**src/uqt_pkg.sv**
```systemverilog
// Shared types and constants for the URL query tokenizer.
package uqt_pkg;

  localparam int DEFAULT_MAX_QUERY_LEN = 4096;

  localparam logic [7:0] CHAR_AMP  = 8'h26;
  localparam logic [7:0] CHAR_SEMI = 8'h3B;
  localparam logic [7:0] CHAR_EQ   = 8'h3D;
  localparam logic [7:0] CHAR_NUL  = 8'h00;

  localparam int START_W    = 12;
  localparam int LEN_W      = 13;
  localparam int IN_TDATA_W = 8;
  localparam int TDATA_W    = 56;
  localparam int TUSER_W    = 2;
  localparam int OUT_DEPTH  = 4;

  typedef enum logic [1:0] {
    KIND_KEY       = 2'd0,
    KIND_KEY_VALUE = 2'd1,
    KIND_DONE      = 2'd2
  } token_kind_t;

  typedef enum logic {
    PHASE_KEY   = 1'b0,
    PHASE_VALUE = 1'b1
  } phase_t;

  typedef struct packed {
    token_kind_t         token_kind;
    logic [START_W-1:0]  key_start;
    logic [LEN_W-1:0]    key_len;
    logic [START_W-1:0]  value_start;
    logic [LEN_W-1:0]    value_len;
    logic                overflow;
    logic                last_result;
  } result_t;

endpackage

```
**src/url_query_tokenizer.sv**
```systemverilog
// Top level of the URL query tokenizer: byte parser and result queue.
//
// The block splits a URI query string into key and key=value tokens. Bytes
// arrive on the s_ channel, one item per byte, with s_tlast marking the final
// byte of the query. Each finished token with a non-empty key leaves on the
// m_ channel as one item carrying the offsets and lengths of its key and
// value; m_tuser gives its kind (key only, key with value, or done). After the
// last byte a done item with m_tlast high closes the query, and the parser
// returns to its initial state so the next byte starts a new query.
//
// A byte is parsed in the cycle it is accepted; its results are written into
// a four-entry output queue and can be taken in the next cycle. The parser takes
// one byte per cycle. A byte can produce up to two items (a token and the done
// item), so s_tready is high while the queue has room for two more; with the
// receiver taking one item per cycle this keeps a steady byte per cycle unless
// bytes keep producing two items each, for example a run of one-byte queries.
// When the receiver stalls, items wait in the queue and s_tready drops once
// fewer than two slots are free. A synchronous reset empties the queue and
// clears the phase, the position, the current token and the overflow flag.
module url_query_tokenizer
  import uqt_pkg::*;
#(
  parameter int MAX_QUERY_LEN = DEFAULT_MAX_QUERY_LEN
) (
  input  logic                  clk,
  input  logic                  rst,
  input  logic                  s_tvalid,
  output logic                  s_tready,
  input  logic [IN_TDATA_W-1:0] s_tdata,  // [7:0] query_byte
  input  logic                  s_tlast,  // last_byte
  output logic                  m_tvalid,
  input  logic                  m_tready,
  // [11:0] key_start, [24:12] key_len, [36:25] value_start,
  // [49:37] value_len, [50] overflow, [55:51] zero
  output logic [TDATA_W-1:0]    m_tdata,
  output logic [TUSER_W-1:0]    m_tuser,  // [1:0] token_kind
  output logic                  m_tlast   // last_result
);

  // The position counts up to MAX_QUERY_LEN itself, and lengths saturate there.
  localparam int POS_W = $clog2(MAX_QUERY_LEN + 1);
  localparam logic [POS_W-1:0] MAX_POS = POS_W'(MAX_QUERY_LEN);
  localparam int PTR_W = $clog2(OUT_DEPTH);
  localparam int CNT_W = $clog2(OUT_DEPTH + 1);
  localparam logic [CNT_W-1:0] READY_LIMIT = CNT_W'(OUT_DEPTH - 2);

  // Parser state.
  phase_t             phase;
  logic [POS_W-1:0]   position;
  logic [START_W-1:0] cur_key_start;
  logic [POS_W-1:0]   cur_key_len;
  logic [START_W-1:0] cur_value_start;
  logic [POS_W-1:0]   cur_value_len;
  logic               overflowed;

  phase_t             phase_next;
  logic [POS_W-1:0]   position_next;
  logic [START_W-1:0] cur_key_start_next;
  logic [POS_W-1:0]   cur_key_len_next;
  logic [START_W-1:0] cur_value_start_next;
  logic [POS_W-1:0]   cur_value_len_next;
  logic               overflowed_next;

  // State after the byte itself, before the end of the query is handled.
  phase_t             aft_phase;
  logic [START_W-1:0] aft_key_start;
  logic [POS_W-1:0]   aft_key_len;
  logic [START_W-1:0] aft_value_start;
  logic [POS_W-1:0]   aft_value_len;

  logic               is_sep;
  logic               is_eq;
  logic               byte_closes;
  logic               tok_valid;
  result_t            tok;
  result_t            done_item;
  logic [1:0]         push_n;

  // Output queue.
  result_t            queue [OUT_DEPTH];
  logic [PTR_W-1:0]   wr_ptr;
  logic [PTR_W-1:0]   rd_ptr;
  logic [CNT_W-1:0]   count;

  logic               in_fire;
  logic               out_fire;
  result_t            head;

  assign in_fire  = s_tvalid && s_tready;
  assign out_fire = m_tvalid && m_tready;
  assign s_tready = (count <= READY_LIMIT);
  assign m_tvalid = (count != '0);

  always_comb begin
    is_sep = (s_tdata == CHAR_AMP) || (s_tdata == CHAR_SEMI) || (s_tdata == CHAR_NUL);
    is_eq  = (s_tdata == CHAR_EQ);

    // Once the position reaches the limit it freezes and the query is flagged.
    overflowed_next = overflowed || (position >= MAX_POS);
    position_next   = (position >= MAX_POS) ? position : position + 1'b1;

    aft_phase       = phase;
    aft_key_start   = cur_key_start;
    aft_key_len     = cur_key_len;
    aft_value_start = cur_value_start;
    aft_value_len   = cur_value_len;
    byte_closes     = 1'b0;

    if (phase == PHASE_KEY) begin
      if (is_sep) begin
        byte_closes = 1'b1;
      end else if (is_eq) begin
        aft_phase       = PHASE_VALUE;
        aft_value_start = START_W'({1'b0, position} + 1'b1);
        aft_value_len   = '0;
      end else begin
        if (cur_key_len == '0) begin
          aft_key_start = START_W'(position);
        end
        aft_key_len = (cur_key_len < MAX_POS) ? cur_key_len + 1'b1 : cur_key_len;
      end
    end else begin
      // A second '=' ends the value just as a separator does.
      if (is_sep || is_eq) begin
        byte_closes = 1'b1;
      end else begin
        aft_value_len = (cur_value_len < MAX_POS) ? cur_value_len + 1'b1 : cur_value_len;
      end
    end

    if (byte_closes) begin
      aft_phase       = PHASE_KEY;
      aft_key_start   = '0;
      aft_key_len     = '0;
      aft_value_start = '0;
      aft_value_len   = '0;
    end

    // At most one token per byte: either this byte closed the current token,
    // or the end of the query closes what is left after the byte.
    tok = '0;
    tok.overflow = overflowed_next;
    if (byte_closes) begin
      tok_valid     = (cur_key_len != '0);
      tok.key_start = cur_key_start;
      tok.key_len   = LEN_W'(cur_key_len);
      if (phase == PHASE_VALUE) begin
        tok.token_kind  = KIND_KEY_VALUE;
        tok.value_start = cur_value_start;
        tok.value_len   = LEN_W'(cur_value_len);
      end else begin
        tok.token_kind = KIND_KEY;
      end
    end else begin
      tok_valid     = s_tlast && (aft_key_len != '0);
      tok.key_start = aft_key_start;
      tok.key_len   = LEN_W'(aft_key_len);
      if (aft_phase == PHASE_VALUE) begin
        tok.token_kind  = KIND_KEY_VALUE;
        tok.value_start = aft_value_start;
        tok.value_len   = LEN_W'(aft_value_len);
      end else begin
        tok.token_kind = KIND_KEY;
      end
    end

    done_item             = '0;
    done_item.token_kind  = KIND_DONE;
    done_item.overflow    = overflowed_next;
    done_item.last_result = 1'b1;

    push_n = {1'b0, tok_valid} + {1'b0, s_tlast};

    // The end of the query returns the parser to its initial state.
    if (s_tlast) begin
      phase_next           = PHASE_KEY;
      position_next        = '0;
      cur_key_start_next   = '0;
      cur_key_len_next     = '0;
      cur_value_start_next = '0;
      cur_value_len_next   = '0;
      overflowed_next      = 1'b0;
    end else begin
      phase_next           = aft_phase;
      cur_key_start_next   = aft_key_start;
      cur_key_len_next     = aft_key_len;
      cur_value_start_next = aft_value_start;
      cur_value_len_next   = aft_value_len;
    end
  end

  always_ff @(posedge clk) begin
    if (rst) begin
      phase           <= PHASE_KEY;
      position        <= '0;
      cur_key_start   <= '0;
      cur_key_len     <= '0;
      cur_value_start <= '0;
      cur_value_len   <= '0;
      overflowed      <= 1'b0;
    end else if (in_fire) begin
      phase           <= phase_next;
      position        <= position_next;
      cur_key_start   <= cur_key_start_next;
      cur_key_len     <= cur_key_len_next;
      cur_value_start <= cur_value_start_next;
      cur_value_len   <= cur_value_len_next;
      overflowed      <= overflowed_next;
    end
  end

  // Queue storage: the token goes first, the done item right behind it.
  always_ff @(posedge clk) begin
    if (in_fire) begin
      if (tok_valid) begin
        queue[wr_ptr] <= tok;
        if (s_tlast) begin
          queue[wr_ptr + 1'b1] <= done_item;
        end
      end else if (s_tlast) begin
        queue[wr_ptr] <= done_item;
      end
    end
  end

  always_ff @(posedge clk) begin
    if (rst) begin
      wr_ptr <= '0;
      rd_ptr <= '0;
      count  <= '0;
    end else begin
      if (in_fire) begin
        wr_ptr <= wr_ptr + PTR_W'(push_n);
      end
      if (out_fire) begin
        rd_ptr <= rd_ptr + 1'b1;
      end
      count <= count + (in_fire ? CNT_W'(push_n) : '0) - CNT_W'(out_fire);
    end
  end

  assign head    = queue[rd_ptr];
  assign m_tdata = {5'b0, head.overflow, head.value_len, head.value_start,
                    head.key_len, head.key_start};
  assign m_tuser = head.token_kind;
  assign m_tlast = head.last_result;

endmodule
```
**config.mk**
```make
export PLATFORM = sky130hd
export DESIGN_NAME = url_query_tokenizer
export DESIGN_NICKNAME = d
export VERILOG_FILES = /design/src/uqt_pkg.sv /design/src/url_query_tokenizer.sv
export SDC_FILE = /design/constraint.sdc
export NUM_CORES = 1
export LEC_CHECK = 0
export ABC_CLOCK_PERIOD_IN_PS = 6470
export BUFFER_PORTS_ARGS = -buffer_cell sky130_fd_sc_hd__buf_2
export CORE_ASPECT_RATIO = 0.75
export CORE_MARGIN = 2
export CORE_UTILIZATION = 35
export DETAILED_ROUTE_END_ITERATION = 12
export GPL_TIMING_DRIVEN = 0
export PLACE_DENSITY_LB_ADDON = 0.15
export RECOVER_POWER = 50
export SLEW_MARGIN = 20
export SYNTH_ARGS = -nofsm -noshare
export SYNTH_HDL_FRONTEND = slang
export SYNTH_SLANG_ARGS = --single-unit
export TNS_END_PERCENT = 50
```
**constraint.sdc**
```tcl
create_clock -name clk -period 6.47 [get_ports clk]
set_input_delay 1.294 -clock clk [delete_from_list [all_inputs] [get_ports clk]]
set_output_delay 1.294 -clock clk [all_outputs]
set_load 0.05 [all_outputs]
```
==> results of run 1 <==
-- cells in the final DEF (no fill, tap or decap), drive strengths merged, types with 18 or more instances in the layout --
cell type and count:
a21oi 65, nor2 131, dfxtp 282, a22o 64, clkbuf 183, nor3 30
o2bb2ai 118, inv 19, o21ai 68, nand2 82, nand3 53, mux2i 18
xnor2 20, buf 40, mux4 53, a22oi 31
-- per-layer routing --
layer,vias to the layer above,track usage [%]
li1,5189,-
met2,437,31.2
met3,68,4.24
met1,5493,35.9
met4,0,5.63
met5,-,0
-- critical path, stage by stage --
cell	delay, ns
clkbuf_1	0.13
and4_1	0.21
clkbuf_1	0.20
nand3_1	0.17
clkbuf_1	0.46
nand3_1	0.58
nor4_1	0.55
nor2_1	0.23
and4_1	0.23
clkbuf_1	0.16
nor2_1	0.15
ha_1	0.31
nand2_1	0.36
nor2_1	0.85
a21oi_4	0.19
buf_4	0.29
a22o_1	0.25
-- cells in the mapped netlist, drive strengths merged (3+ instances only) --
cell type / count / area [um^2]
mux2i: 18 / 180
a32oi: 7 / 61.3
edfxtp: 4 / 120
nor2: 131 / 492
o211ai: 3 / 22.5
dfxtp: 282 / 5650
inv: 17 / 63.8
and2: 9 / 56.3
nand2: 82 / 308
or3: 7 / 43.8
o2bb2ai: 118 / 1100
nand3: 53 / 265
or4: 3 / 22.5
nand4: 17 / 106
nand3b: 4 / 30.0
xnor2: 20 / 175
a22oi: 31 / 233
and4: 6 / 52.6
a31oi: 3 / 33.8
mux4: 53 / 1190
o31ai: 6 / 45.0
o21ai: 68 / 340
a2111oi: 4 / 35.0
a22o: 64 / 561
nor2b: 8 / 50.1
nor4: 7 / 43.8
clkbuf: 83 / 313
a21oi: 65 / 370
or2: 3 / 18.8
and3: 13 / 81.3
buf: 34 / 236
nand2b: 5 / 31.3
xor2: 14 / 123
nor3: 30 / 150
ha: 10 / 125
-- path summary, 6_finish.rpt --
check,startpoint,endpoint,depth (start not counted)
min reg2reg,queue[3][0],queue[3][0],1
max reg2reg,cur_key_len[3],queue[1][16],15
max,s_tdata[4],queue[1][16],17
min,queue[3][0],queue[3][0],1
-- kinds of logic (layout without fill, tap and decap cells) --
family                     Yosys count  count (layout)  share of synthesized area, %
DFF                                286             286                          44.1
other                                1               5                        0.0287
and+or+nand+nor                    390             390                          14.3
adders and majority gates           11              11                          1.11
buffers and inverters              134             260                          4.69
AOI/OAI and AO/OA                  390             390                          22.8
xor gates and xnor gates            34              34                          2.28
muxes                               73              73                          10.7
-- metrics by stage --
step / total power [mW] / instance area (um^2) / util, % / std cells / hold slack (ns)
after floorplan: 2.49 / 13100 / - / 1323 / 0.427
after global placement: 2.80 / 14000 / 38.0 / 1894 / 0.440
after detailed placement: 2.81 / 14100 / 38.1 / 1894 / 0.442
after CTS: 4.79 / 15200 / 41.1 / 1952 / 0.461
after global routing: 4.93 / 15100 / 40.9 / 1953 / 0.472
final: 4.77 / 15100 / 40.9 / 1953 / 0.458
-- power groups by stage --
| stage | combinational (mW) | clock (mW) | sequential, mW |
|---|---|---|---|
| after global placement | 0.922 | 0 | 1.88 |
| after CTS | 0.928 | 2.02 | 1.84 |
| after global routing | 0.982 | 2.10 | 1.85 |
| final | 0.926 | 2.00 | 1.84 |
| after floorplan | 0.619 | 0 | 1.87 |
| after detailed placement | 0.926 | 0 | 1.88 |
-- state kept, by name, indices dropped and copies added, names as in the netlist, named ones only --
name,count
queue,212
cur_key_len,13
cur_value_len,13
position,13
cur_key_start,12
cur_value_start,12
count,3
rd_ptr,2
wr_ptr,2
overflowed,1
phase,1
-- area by class of cell --
cell class                      count  area [um^2]  area share (%)
Inverter                           17         63.8           0.423
Buffer                            117          544            3.60
Clock buffer                       38          812            5.38
Tap cell                          504          631            4.18
Clock inverter                     20          325            2.15
Timing Repair Buffer               68          277            1.83
Multi-Input combinational cell    903         6680            44.3
Sequential cell                   286         5770            38.2
==> impl_metrics.csv, run 1 <==
group,metric,value,unit
run_status,status,"complete, but fails checks",
run_status,violations,"capacitance limit",
clock_tree,cts_tree,"done",
pwr,p_switching,1.48,mW
sta,rsz0062_at_grt,"false",
synth,ys_types,71,
sta,setup-tns-final,0,ns
worst_setup_path,cp-start-kind,"primary input",
die,num_rows,61,
sta,hold_viol,0,
grt,overflow,0,
sta,max_slew.worst_pin.slew,1.48,ns
routing,route.vias.total,11200,
pwr,p_per_area,316,nW/um^2
sta,fin_ws,0.310,ns
worst_setup_path,endpoint_kind,"flip-flop",
pwr,p_seq_share,38.7,%
clock_tree,cts_post_setup_buffers_inserted,0,
die,dieArea,38900,um^2
routing,wl_met1,22300,um
synth,ys.flop_type,"dfxtp_1",
synth,postSynthAreaPerCell,9.91,um^2
worst_setup_path,rrSetupSlack,1.26,ns
clock_tree,insertion_delay,0.59,ns
layout,syn2layout_area_growth,15.5,%
routing,wl_met3,3290,um
run,maxCapViolations,1,
clock_tree,cts_hold_buf,0,
sta,maxSlewViolCount,0,
routing,wl_met2,17800,um
synth,ys_seq_area_share,44.1,%
routing,drc,0,
placement,pre_cts_ws,0.00192,ns
clock_tree,cts_root_buf,"clkbuf_16",
clock_tree,numCtsBuffers,31,
routing,firstDrtPassIters,6,
clock_tree,clk_path_buf_depth,3,
pwr,ir_drop,0.188,mV
layout,final_nets,1448,
grt,grt_usage,22.7,%
pwr,power_leakage,5.05,nW
synth,yosys_warnings,0,
placement,dp_hpwl,31500,um
grt,grt_max_degree,16,
clock_tree,clock_sinks,286,
placement,gp_congestion,0.937,
worst_setup_path,crit_fanout,10,
clock_tree,htreeDepth,1,
die,die_w,227,um
synth,synthArstFlopShare,0,%
sta,max_freq,0.162,GHz
routing,ant_nets,0,
layout,fill_cells,3675,
sta,setup-violations-final,0,
die,dieHeight,171,um
synth,syn_inst,1319,
layout,num_antenna_cells,0,
worst_setup_path,setup.worst_path.class,"in2reg",
pwr,switching_share,31.1,%
layout,drive_above_1_share,11.6,%
worst_setup_path,crit_arrival,6.63,ns
routing,top_layer_used,"met4",
die,start_util,35.4,%
routing,drt_wl_total,44400,um
pwr,clockPowerShare,41.9,%
sta,finClkSkew,0.0209,ns
synth,synth_edf_count,4,
worst_setup_path,cp.required,6.94,ns
sta,period_share,95.2,%
pwr,comb_power_share,19.4,%
grt,grt_pass1_wl,66800,um
placement,port_buffers,67,
grt,grt_pass1_vias,10500,
synth,ys_ff_latch,286,
sta,max_slew_margin,0.417,%
synth,syn_area,13100,um^2
routing,drtIter0Drc,1146,
routing,wl_per_cell,22.8,um
routing,routed_via_density,5.73,
clock_tree,clk_pin_slew_worst_paths,0.07,ns
clock_tree,cts.repair.resized,0,
die,boundaryPins,74,
die,core_area,36900,um^2
min_path,hp-class,"reg2reg",
pwr,internal_power,3.29,mW
grt,antenna_found_initial,0,
sta,period_needed,6.16,ns
Note: power is estimated with default switching activity, not from simulation.
==> run 2: changes to the inputs <==
--- a/config.mk
+++ b/config.mk
@@ -5,8 +5,7 @@
 export SDC_FILE = /design/constraint.sdc
 export NUM_CORES = 1
 export LEC_CHECK = 0
-export ABC_CLOCK_PERIOD_IN_PS = 6470
-export BUFFER_PORTS_ARGS = -buffer_cell sky130_fd_sc_hd__buf_2
+export BUFFER_PORTS_ARGS = -buffer_cell sky130_fd_sc_hd__clkbuf_2
 export CORE_ASPECT_RATIO = 0.75
 export CORE_MARGIN = 2
 export CORE_UTILIZATION = 35
==> impl_metrics.csv, run 2 (synthesized netlist as in run 1, its figures left out) <==
group,metric,value,unit
layout,layout_commonest_cell,"dfxtp_1",
clock_tree,cts_hold_buf,0,
layout,stdcell_count,1950,
grt,grt_pass1_vias,10500,
sta,max_slew.worst_pin.slew,1.63,ns
worst_setup_path,cp-start-kind,"primary input",
routing,drtIter0Drc,1231,
routing,route.vias.total,11200,
clock_tree,clock_sinks,286,
clock_tree,cts_root_buf,"clkbuf_16",
sta,hold_slack,0.457,ns
worst_setup_path,cp.required,6.97,ns
routing,drt_wl_total,44300,um
routing,wl_per_cell,22.7,um
die,num_rows,61,
routing,ant_nets,0,
worst_setup_path,setup.worst_path.class,"in2reg",
worst_setup_path,endpoint_kind,"flip-flop",
pwr,power_leakage,4.98,nW
worst_setup_path,regToRegStartpoint,"cur_key_len[3]",
clock_tree,numCtsBuffers,31,
grt,overflow,0,
layout,final_nets,1448,
worst_setup_path,rrSetupSlack,1.24,ns
layout,postLayoutCellArea,15000,um^2
run,maxCapViolations,1,
placement,dp_cells,1895,
min_path,hold_depth,1,
placement,placed_area,14100,um^2
sta,finClkSkew,0.0140,ns
grt,grt_usage,22.6,%
sta,setup-tns-final,0,ns
sta,rsz0062_at_grt,"false",
grt,grt_pass1_wl,66300,um
placement,pre_cts_ws,0.0175,ns
die,boundaryPins,74,
clock_tree,cts.repair.resized,0,
clock_tree,htreeDepth,1,
grt,antenna_found_initial,1,
placement,gp_congestion,0.925,
run_status,violations,"capacitance limit, slew limit",
layout,utilization,40.5,%
placement,port_buffers,67,
layout,syn2layout_area_growth,14.6,%
layout,largest_register_ffs,212,
placement,dp_hpwl,31700,um
sta,hold_viol,0,
pwr,p_per_area,309,nW/um^2
clock_tree,cts_tree,"done",
routing,routed_via_density,5.74,
clock_tree,clk_path_buf_depth,3,
worst_setup_path,crit_fanout,10,
routing,drc,0,
die,die_w,227,um
clock_tree,cts_post_setup_buffers_inserted,0,
die,dieHeight,171,um
layout,drive_above_1_share,11.2,%
routing,firstDrtPassIters,5,
worst_setup_path,rr_worst_depth,17,
sta,fin_ws,0.347,ns
layout,final_cell_mix,"dfxtp_1 (282), clkbuf_1 (151), nor2_1 (131)",
die,start_util,35.4,%
pwr,ir_drop,0.238,mV
min_path,hp-class,"reg2reg",
sta,max_freq,0.163,GHz
layout,num_antenna_cells,0,
sta,max_slew_margin,-9.64,%
min_path,min_to,"queue[3][0]",
sta,setup-violations-final,0,
die,dieArea,38900,um^2
sta,period_needed,6.12,ns
clock_tree,insertion_delay,0.58,ns
clock_tree,clk_pin_slew_worst_paths,0.06,ns
min_path,min-delay-start,"queue[3][0]",
worst_setup_path,r2r_end,"queue[3][39]",
run_status,status,"complete, but fails checks",
die,core_area,36900,um^2
sta,maxSlewViolCount,8,
grt,grt_max_degree,15,
sta,period_share,94.6,%
pwr,p_total,4.63,mW
worst_setup_path,crit_arrival,6.62,ns
layout,top_register,"queue",
-- run 2: cell types whose count changed in the layout (fill, tap and decap cells not counted), moves of 2 or more --
| cell | change |
|---|---|
| buf_2 | -10 |
| buf_6 | -3 |
| bufinv_16 | -3 |
| clkbuf_2 | +14 |
| clkbuf_8 | +3 |
| clkinv_4 | -4 |
| clkinvlp_4 | +3 |
| o2bb2ai_1 | +2 |
| o2bb2ai_2 | -2 |
-- run 2: per-layer routing --
metal	GRT usage, %	share of wire, %	vias to the layer above
li1	-	-	5179
met1	34.6	50	5605
met2	32.0	41	360
met3	5.06	7.3	53
met4	4.69	1.9	0
met5	0	0	-
-- run 2: worst max-delay path by stage --
stage	from	to	slack (ns)	depth (start not counted)
after detailed placement	s_tdata[7]	queue[1][20]	0.02	16
after global placement	s_tdata[5]	queue[1][17]	0.02	17
after CTS	s_tdata[4]	queue[1][20]	0.61	17
after global routing	s_tdata[4]	queue[3][39]	0.11	19
final	s_tdata[4]	queue[3][39]	0.35	19
after floorplan	s_tdata[0]	queue[3][1]	1.50	17
-- run 2: area by class of cell --
| type | instances | area, um^2 |
|---|---|---|
| timing repair buffer | 68 | 268 |
| buffer | 117 | 532 |
| sequential | 286 | 5770 |
| clock buffer | 42 | 857 |
| tap | 504 | 631 |
| multi-input combinational | 903 | 6660 |
| clock inverter | 13 | 198 |
| inverter | 17 | 63.8 |
| fill | 3755 | 22000 |
-- run 2: power by group --
group	internal, mW	switching, mW
clock network	1.12	0.752
logic	0.250	0.668
registers	1.82	0.0274
total	3.19	1.45
-- run 2: worst max-delay path, stage by stage --
cell       delay (ns)
clkbuf_1         0.12
and4_1           0.20
clkbuf_1         0.20
nand3_1          0.16
clkbuf_1         0.47
nand3_1          0.54
nor4_1           0.51
nor2_1           0.23
and4_1           0.23
clkbuf_1         0.16
nor2_1           0.16
inv_1            0.06
ha_1             0.17
clkbuf_1         0.18
o21ai_0          0.40
a31oi_4          0.15
a21oi_2          0.78
clkbuf_2         0.44
o2bb2ai_1        0.15
